### src/rtl/sac_pkg.sv
`default_nettype none

package sac_pkg;

  localparam int unsigned WAYS = 4;
  localparam int unsigned SET_BITS = 6;
  localparam int unsigned ADDR_BITS = 48;
  localparam int unsigned OFF_BITS = 5;

  localparam int unsigned NUM_SETS = 1 << SET_BITS;
  localparam int unsigned SET_W = (SET_BITS > 0) ? SET_BITS : 1;

  typedef struct packed {
    logic             rd_en;
    logic             wr_en;
    logic [SET_W-1:0] set;
  } cell_ctrl_t;

endpackage

`default_nettype wire

### src/rtl/sac_ram.sv
`default_nettype none

module sac_ram #(
  parameter int unsigned Width = 8,
  parameter int unsigned Depth = 16,
  localparam int unsigned AddrW = (Depth > 1) ? $clog2(Depth) : 1
) (
  input  wire logic                 clk_i,
  input  wire logic                 we_i,
  input  wire logic                 re_i,
  input  wire logic [AddrW-1:0]     addr_i,
  input  wire logic [Width-1:0]     wdata_i,
  output      logic [Width-1:0]     rdata_o
);

  logic [Width-1:0] mem_q [Depth];
  logic [Width-1:0] rdata_q;

  always_ff @(posedge clk_i) begin
    if (we_i) begin
      mem_q[addr_i] <= wdata_i;
    end
    if (re_i) begin
      rdata_q <= mem_q[addr_i];
    end
  end

  assign rdata_o = rdata_q;

endmodule

`default_nettype wire

### src/rtl/sac_cell.sv
`default_nettype none

module sac_cell (
  input  wire logic                           clk_i,
  input  wire logic                           rst_ni,
  input  wire sac_pkg::cell_ctrl_t            ctrl_i,
  input  wire logic [sac_pkg::ADDR_BITS-1:0]  key_i,
  input  wire logic [sac_pkg::ADDR_BITS-1:0]  wr_tag_i,
  input  wire logic                           wr_vld_i,
  output      logic [sac_pkg::ADDR_BITS-1:0]  rd_tag_o,
  output      logic                           rd_vld_o,
  output      logic                           match_o
);

  logic [sac_pkg::NUM_SETS-1:0] vld_q;
  logic                         rd_vld_q;

  sac_ram #(
    .Width(sac_pkg::ADDR_BITS),
    .Depth(sac_pkg::NUM_SETS)
  ) u_tag_ram (
    .clk_i  (clk_i),
    .we_i   (ctrl_i.wr_en),
    .re_i   (ctrl_i.rd_en),
    .addr_i (ctrl_i.set),
    .wdata_i(wr_tag_i),
    .rdata_o(rd_tag_o)
  );

  always_ff @(posedge clk_i or negedge rst_ni) begin
    if (!rst_ni) begin
      vld_q    <= '0;
      rd_vld_q <= 1'b0;
    end else begin
      if (ctrl_i.wr_en) begin
        vld_q[ctrl_i.set] <= wr_vld_i;
      end
      if (ctrl_i.rd_en) begin
        rd_vld_q <= vld_q[ctrl_i.set];
      end
    end
  end

  assign rd_vld_o = rd_vld_q;
  assign match_o  = rd_vld_q && (rd_tag_o == key_i);

endmodule

`default_nettype wire

### config.mk
export PLATFORM = sky130hd
export DESIGN_NAME = sac_cell
export DESIGN_NICKNAME = d
export VERILOG_FILES = /design/src/rtl/sac_pkg.sv /design/src/rtl/sac_ram.sv /design/src/rtl/sac_cell.sv
export SDC_FILE = /design/constraint.sdc
export NUM_CORES = 2
export LEC_CHECK = 0
export ABC_AREA = 1
export BUFFER_PORTS_ARGS = -buffer_cell sky130_fd_sc_hd__buf_2
export CELL_PAD_IN_SITES_DETAIL_PLACEMENT = 1
export CELL_PAD_IN_SITES_GLOBAL_PLACEMENT = 2
export CORE_MARGIN = 2
export CORE_UTILIZATION = 27
export DETAILED_ROUTE_END_ITERATION = 8
export PLACE_DENSITY = 0.6
export SLEW_MARGIN = 20
export SYNTH_ARGS = -nofsm -noshare
export SYNTH_HDL_FRONTEND = slang
export SYNTH_SLANG_ARGS = --single-unit
### constraint.sdc
create_clock -name clk_i -period 1.4 [get_ports clk_i]
set_input_delay 0.28 -clock clk_i [delete_from_list [all_inputs] [get_ports clk_i]]
set_output_delay 0.28 -clock clk_i [all_outputs]
set_load 0.01 [all_outputs]
After elaboration in Yosys (flattened, before gate mapping)
Memory sizes are Yosys's and may differ from the RTL's. A register that Yosys moved wholly into a read port is not among the register bits.
Index checks and enable logic that the tools add are counted.
{"block": "word_totals", "register_bits": 65, "latch_bits": 0, "ramBits": 3072, "rom_bits": 0, "inputBits": 107, "output_inout_bits": 50, "wordCells": 15, "memories": 1}
{"name": "u_tag_ram.mem_q", "words": 64, "width": 48, "rd": 1, "rd_clocked_by_memory_dff": 1, "write_ports": 1, "line_no": "sac_ram.sv:16", "text": "logic [Width-1:0] mem_q [Depth];"}
{"block": "classes", "add_sub_neg": 0, "mul": 0, "div_mod_pow": 0, "magnitude_cmp": 2, "n_eq_ne": 1, "shifts": 0, "mux": 7, "bitwise": 0, "n_reduce_logical": 2}
{"operator": "$bwmux 64", "count": 1}
{"operator": "$eq 48x48->1", "count": 1}
{"operator": "$lt 6x7->1 const B", "count": 1}
{"operator": "$bmux 1 s6", "count": 1}
{"operator": "$demux 1 s6", "count": 1}
{"operator": "$ge 6x1->1 const B", "count": 1}
{"operator": "$mux 1", "count": 4}
{"operator": "$logic_and 1x1->1", "count": 2}

Longest topological paths before layout
{"block": "logic_depth", "word_depth": 5, "mapped_depth": 15, "ltp_nobuf": 11}

By module
From an unflattened synthesis, not the netlist that was laid out.
{"block": "unflattened", "hier_cells": 13235, "hier_area_um2": 134529.0}
{"mod": "sac_ram", "n_inst": 1, "cells_per_inst": 12623, "area_per_inst_um2": 130291.2, "seq_area_each_um2": 93689.9}
{"mod": "sac_cell", "n_inst": 1, "cells_per_inst": 612, "area_per_inst_um2": 4237.8, "seq_area_each_um2": 1626.6}

Least setup slack after synthesis
OpenSTA, ideal clock, no wires.
{"block": "synth_timing", "kind": "in2reg", "startpoint": "input port ctrl_i[0] in the netlist's numbering", "endpoint": "memory u_tag_ram.mem_q[10][0] in the netlist's numbering, enable pin", "setup_ps": 456, "arrival_ps": 3303, "required_time_ps": 944, "slack_ps": -2359, "cell_stages": 9, "n_path_buf": 4, "path_cell_list": "buf_4 -> inv_2 -> buf_6 -> buf_2 -> buf_4 -> nand2_1 -> nor2_2 -> inv_2 -> nor2_1"}
{"element": "from (decl)", "line_no": "sac_cell.sv:6", "text": "input wire sac_pkg::cell_ctrl_t ctrl_i,"}
{"element": "to (decl)", "line_no": "sac_ram.sv:16"}
Straight into the memory's write port.

Worst setup path in the final report
{"block": "layout_timing", "startpoint": "register u_tag_ram.rdata_q[25], in the netlist u_tag_ram.rdata_o[25] (read register of u_tag_ram.mem_q)", "endpoint": "output port match_o"}
{"block": "layout_via", "elab_chain_len": 2}
{"element": "from (decl)", "line_no": "sac_ram.sv:17", "text": "logic [Width-1:0] rdata_q;"}
{"element": "$eq 48x48->1", "line_no": "sac_cell.sv:45", "text": "assign match_o = rd_vld_q && (rd_tag_o == key_i);"}
{"element": "$logic_and 1x1->1", "line_no": "sac_cell.sv:45"}
{"element": "to (decl)", "line_no": "sac_cell.sv:12", "text": "output logic match_o"}
No other way between the ends.

==> out/results.ini <==
[finish]
drive_gt1_frac = 0.2186
syn2layout_area_growth_pct = 30.36
fillers = 49570
final_area_um2 = 164500
nets = 11760

[floorplan]
fp.dieArea_um2 = 472900
fp.dieW_um = 687.6
die_h_um = 687.6
placementRows = 251
io_pins = 157
initial_core_util = 0.2706
coreArea_um2 = 466400

[cts]
clkTransAtPathRegs_ns = 0.06
htreeDepth = 5
cts_made_buffers = 347
ctsRootBufferMaster = clkbuf_16
cts_tree = yes
cts_buffer_depth = 4
insertion_delay_ns = 1.01
cts_sinks = 3185

[synth]
synth_edf_count = 3120
ys_ff_latch = 3185
syn_inst = 10340
synth_largest_area_cell = edfxtp_1
ys_seq_area_frac = 0.7553
synth.distinct_cells = 39
ys.flop_type = edfxtp_1
yosys-top-cells-area = edfxtp_1 (74%), nand2_1 (13%), a21oi_1 (3.7%), o21ai_0 (1.3%), dfrtp_1 (1.3%)
yosys_warnings = 0
syn-num-nets = 10450
async_flop_share = 0.02041
netlist_area_um2 = 126200
synth.most_common_cell = nand2_1
avgSynthCellArea_um2 = 12.20
yosys-top-cells-count = nand2_1 (4252), edfxtp_1 (3120), a21oi_1 (926)
synth_top_area_frac = 0.7424

[timing]
holdWs_ns = 0.1241
max_slew_margin = 0.4850
timing.final.crit_share = 2.230
setup_tns_ns = -38.30
final_hold_viol_count = 0
worstMarginPinSlew_ns = 0.7726
rsz0062_at_grt = true
fmax_ghz = 0.3203
finalClockSkew_ns = 0.05619
finalCriticalPeriod_ns = 3.122
drv_slew = 0
finalSetupViolations = 132
layout_setup_ws_ns = -1.722

[power]
p_sw_mw = 51.84
sw_frac_of_total = 0.2407
p_int_mw = 163.5
power_per_cell_area_nw_per_um2 = 1309
vdd_drop_max_mv = 0.9572
p_comb_frac = 0.077
power_frac_seq = 0.494
leakagePower_nw = 59.33
power_frac_clock = 0.429

[setup_path]
start_kind = flop
crit_type = reg2out
critical_path_arrival_ns = 2.84
cp_max_fo = 2
endpoint_kind = output port
required_ns = 1.12

[global_route]
grt_pass1_wl_um = 763800
grt_overflow = 0
grt_pass1_vias = 91670
grt_max_degree = 66
grt_usage = 0.2318
antenna_found_initial = 38

[outcome]
outcome = complete, but fails checks
violations = setup timing

[drt]
first_iter_violations = 9890
num_vias = 90040
drt-pass1-iter-count = 5
drc = 0
routedWlPerCell_um = 31.05
wirelength_um = 563500
antenna_left = 0
vias_per_cell = 4.962

[placed_design]
dpl_cell_area_um2 = 149900
dp_hpwl_um = 364800
gp_congestion = 0.8398
port_buffers = 156

[job]
cap_violations = 0

[worst_hold_path]
min_path_type = in2reg

placed cells by master, fill, tap and decap left out, types with 64 or more instances in the layout:
cell	n
buf_2	104
buf_6	78
nor2_1	168
clkbuf_1	77
a21oi_1	850
or2_4	93
nand3b_1	70
nor2_4	84
o21ai_0	247
o21ai_1	103
buf_4	638
nand2_1	3958
a21oi_2	75
dfrtp_1	64
a22oi_1	141
nand4_1	83
inv_1	110
buf_12	613
nand3_1	90
edfxtp_1	3120
nand2_2	267
clkbuf_16	357
clkinv_1	82
metal layers:
layer / vias up / track usage / routed length [µm]
met2: 3115 / 0.3805 / 264500
met3: 651 / 0.03599 / 36580
li1: 38670 / - / -
met5: - / 0 / 122
met4: 20 / 0.05954 / 15960
met1: 47590 / 0.3198 / 246300
logic make-up after synthesis:
family,after synthesis,synth area share
AND/OR/NAND/NOR,4991,0.1577
flip-flops,3185,0.7553
buffers and inverters,677,0.02381
AO/OA/AOI/OAI,1468,0.06159
XOR/XNOR,22,0.001527
worst paths after layout:
| kind | from | to | slack (ns) | cells past startpoint |
|---|---|---|---|---|
| setup / recovery | u_tag_ram.rdata_o[25] | match_o | -1.72 | 8 |
| hold / removal | ctrl_i[6] | u_tag_ram.mem_q[23][0] | 0.12 | 5 |
| setup reg to reg | u_tag_ram.mem_q[21][42] | u_tag_ram.rdata_o[42] | -0.15 | 9 |
| hold reg to reg | vld_q[60] | vld_q[60] | 0.50 | 2 |
| max in group asynchronous | rst_ni | rd_vld_o | 0.59 | 4 |
| min in group asynchronous | rst_ni | vld_q[2] | 0.45 | 4 |
worst max-delay path: stages (launching register included):
cell and delay (ns):
edfxtp_1 0.71, buf_12 0.21, inv_2 0.04, nand2_1 0.05
o211ai_1 0.11, nor4_2 0.29, nand3_1 0.17, nor2_1 0.12
buf_2 0.14
state kept, by name, indices dropped and copies added, names as in the netlist:
name               flops
vld_q                 64
u_tag_ram.rdata_o     48
u_tag_ram.mem_q     3072
rd_vld_o               1
stage by stage:
step	utilization	std cells	setup slack (ns)	power (mW)
2_1_floorplan	-	10340	-1.103	114.0
3_3_place_gp	0.3215	17420	-1.571	123.5
3_5_place_dp	0.3215	17420	-1.548	123.7
4_1_cts	0.3499	18110	-1.765	216.4
5_1_grt	0.3527	18140	-1.837	221.1
6_report	0.3527	18150	-1.722	215.3
area by class of cell:
| type | instances | area, µm² | share of cell area |
|---|---|---|---|
| sequential | 3185 | 95320 | 0.5794 |
| antenna | 10 | 25.02 | 0.0001521 |
| tap | 6198 | 7755 | 0.04714 |
| clock buffer | 434 | 9166 | 0.05572 |
| timing repair buffer | 1508 | 19490 | 0.1185 |
| inverter | 133 | 569.3 | 0.003461 |
| multi-input combinational | 6481 | 30210 | 0.1836 |
| clock inverter | 196 | 1971 | 0.01198 |
what timing repair did:
| action | in CTS | in global routing |
|---|---|---|
| endpoints found under the hold margin | 3119 | 128 |
| hold buffers | 50 | 2 |
| endpoints found under the setup margin | 397 | 309 |
| resized for setup | 495 | 336 |
| gates cloned | 0 | 6 |
| buffers inserted | 27 | 29 |
| pin swaps | 319 | 321 |
power by group through the flow:
stage                     clock network (mW)  logic [mW]  registers [mW]
after CTS                               93.9        16.2             106
after detailed placement                   0        15.2             108
after global placement                     0        15.1             108
after floorplan                            0        5.72             108
after global routing                    97.1        17.6             106
final                                   92.4        16.5             106
Power figures use the tool's default switching activity.
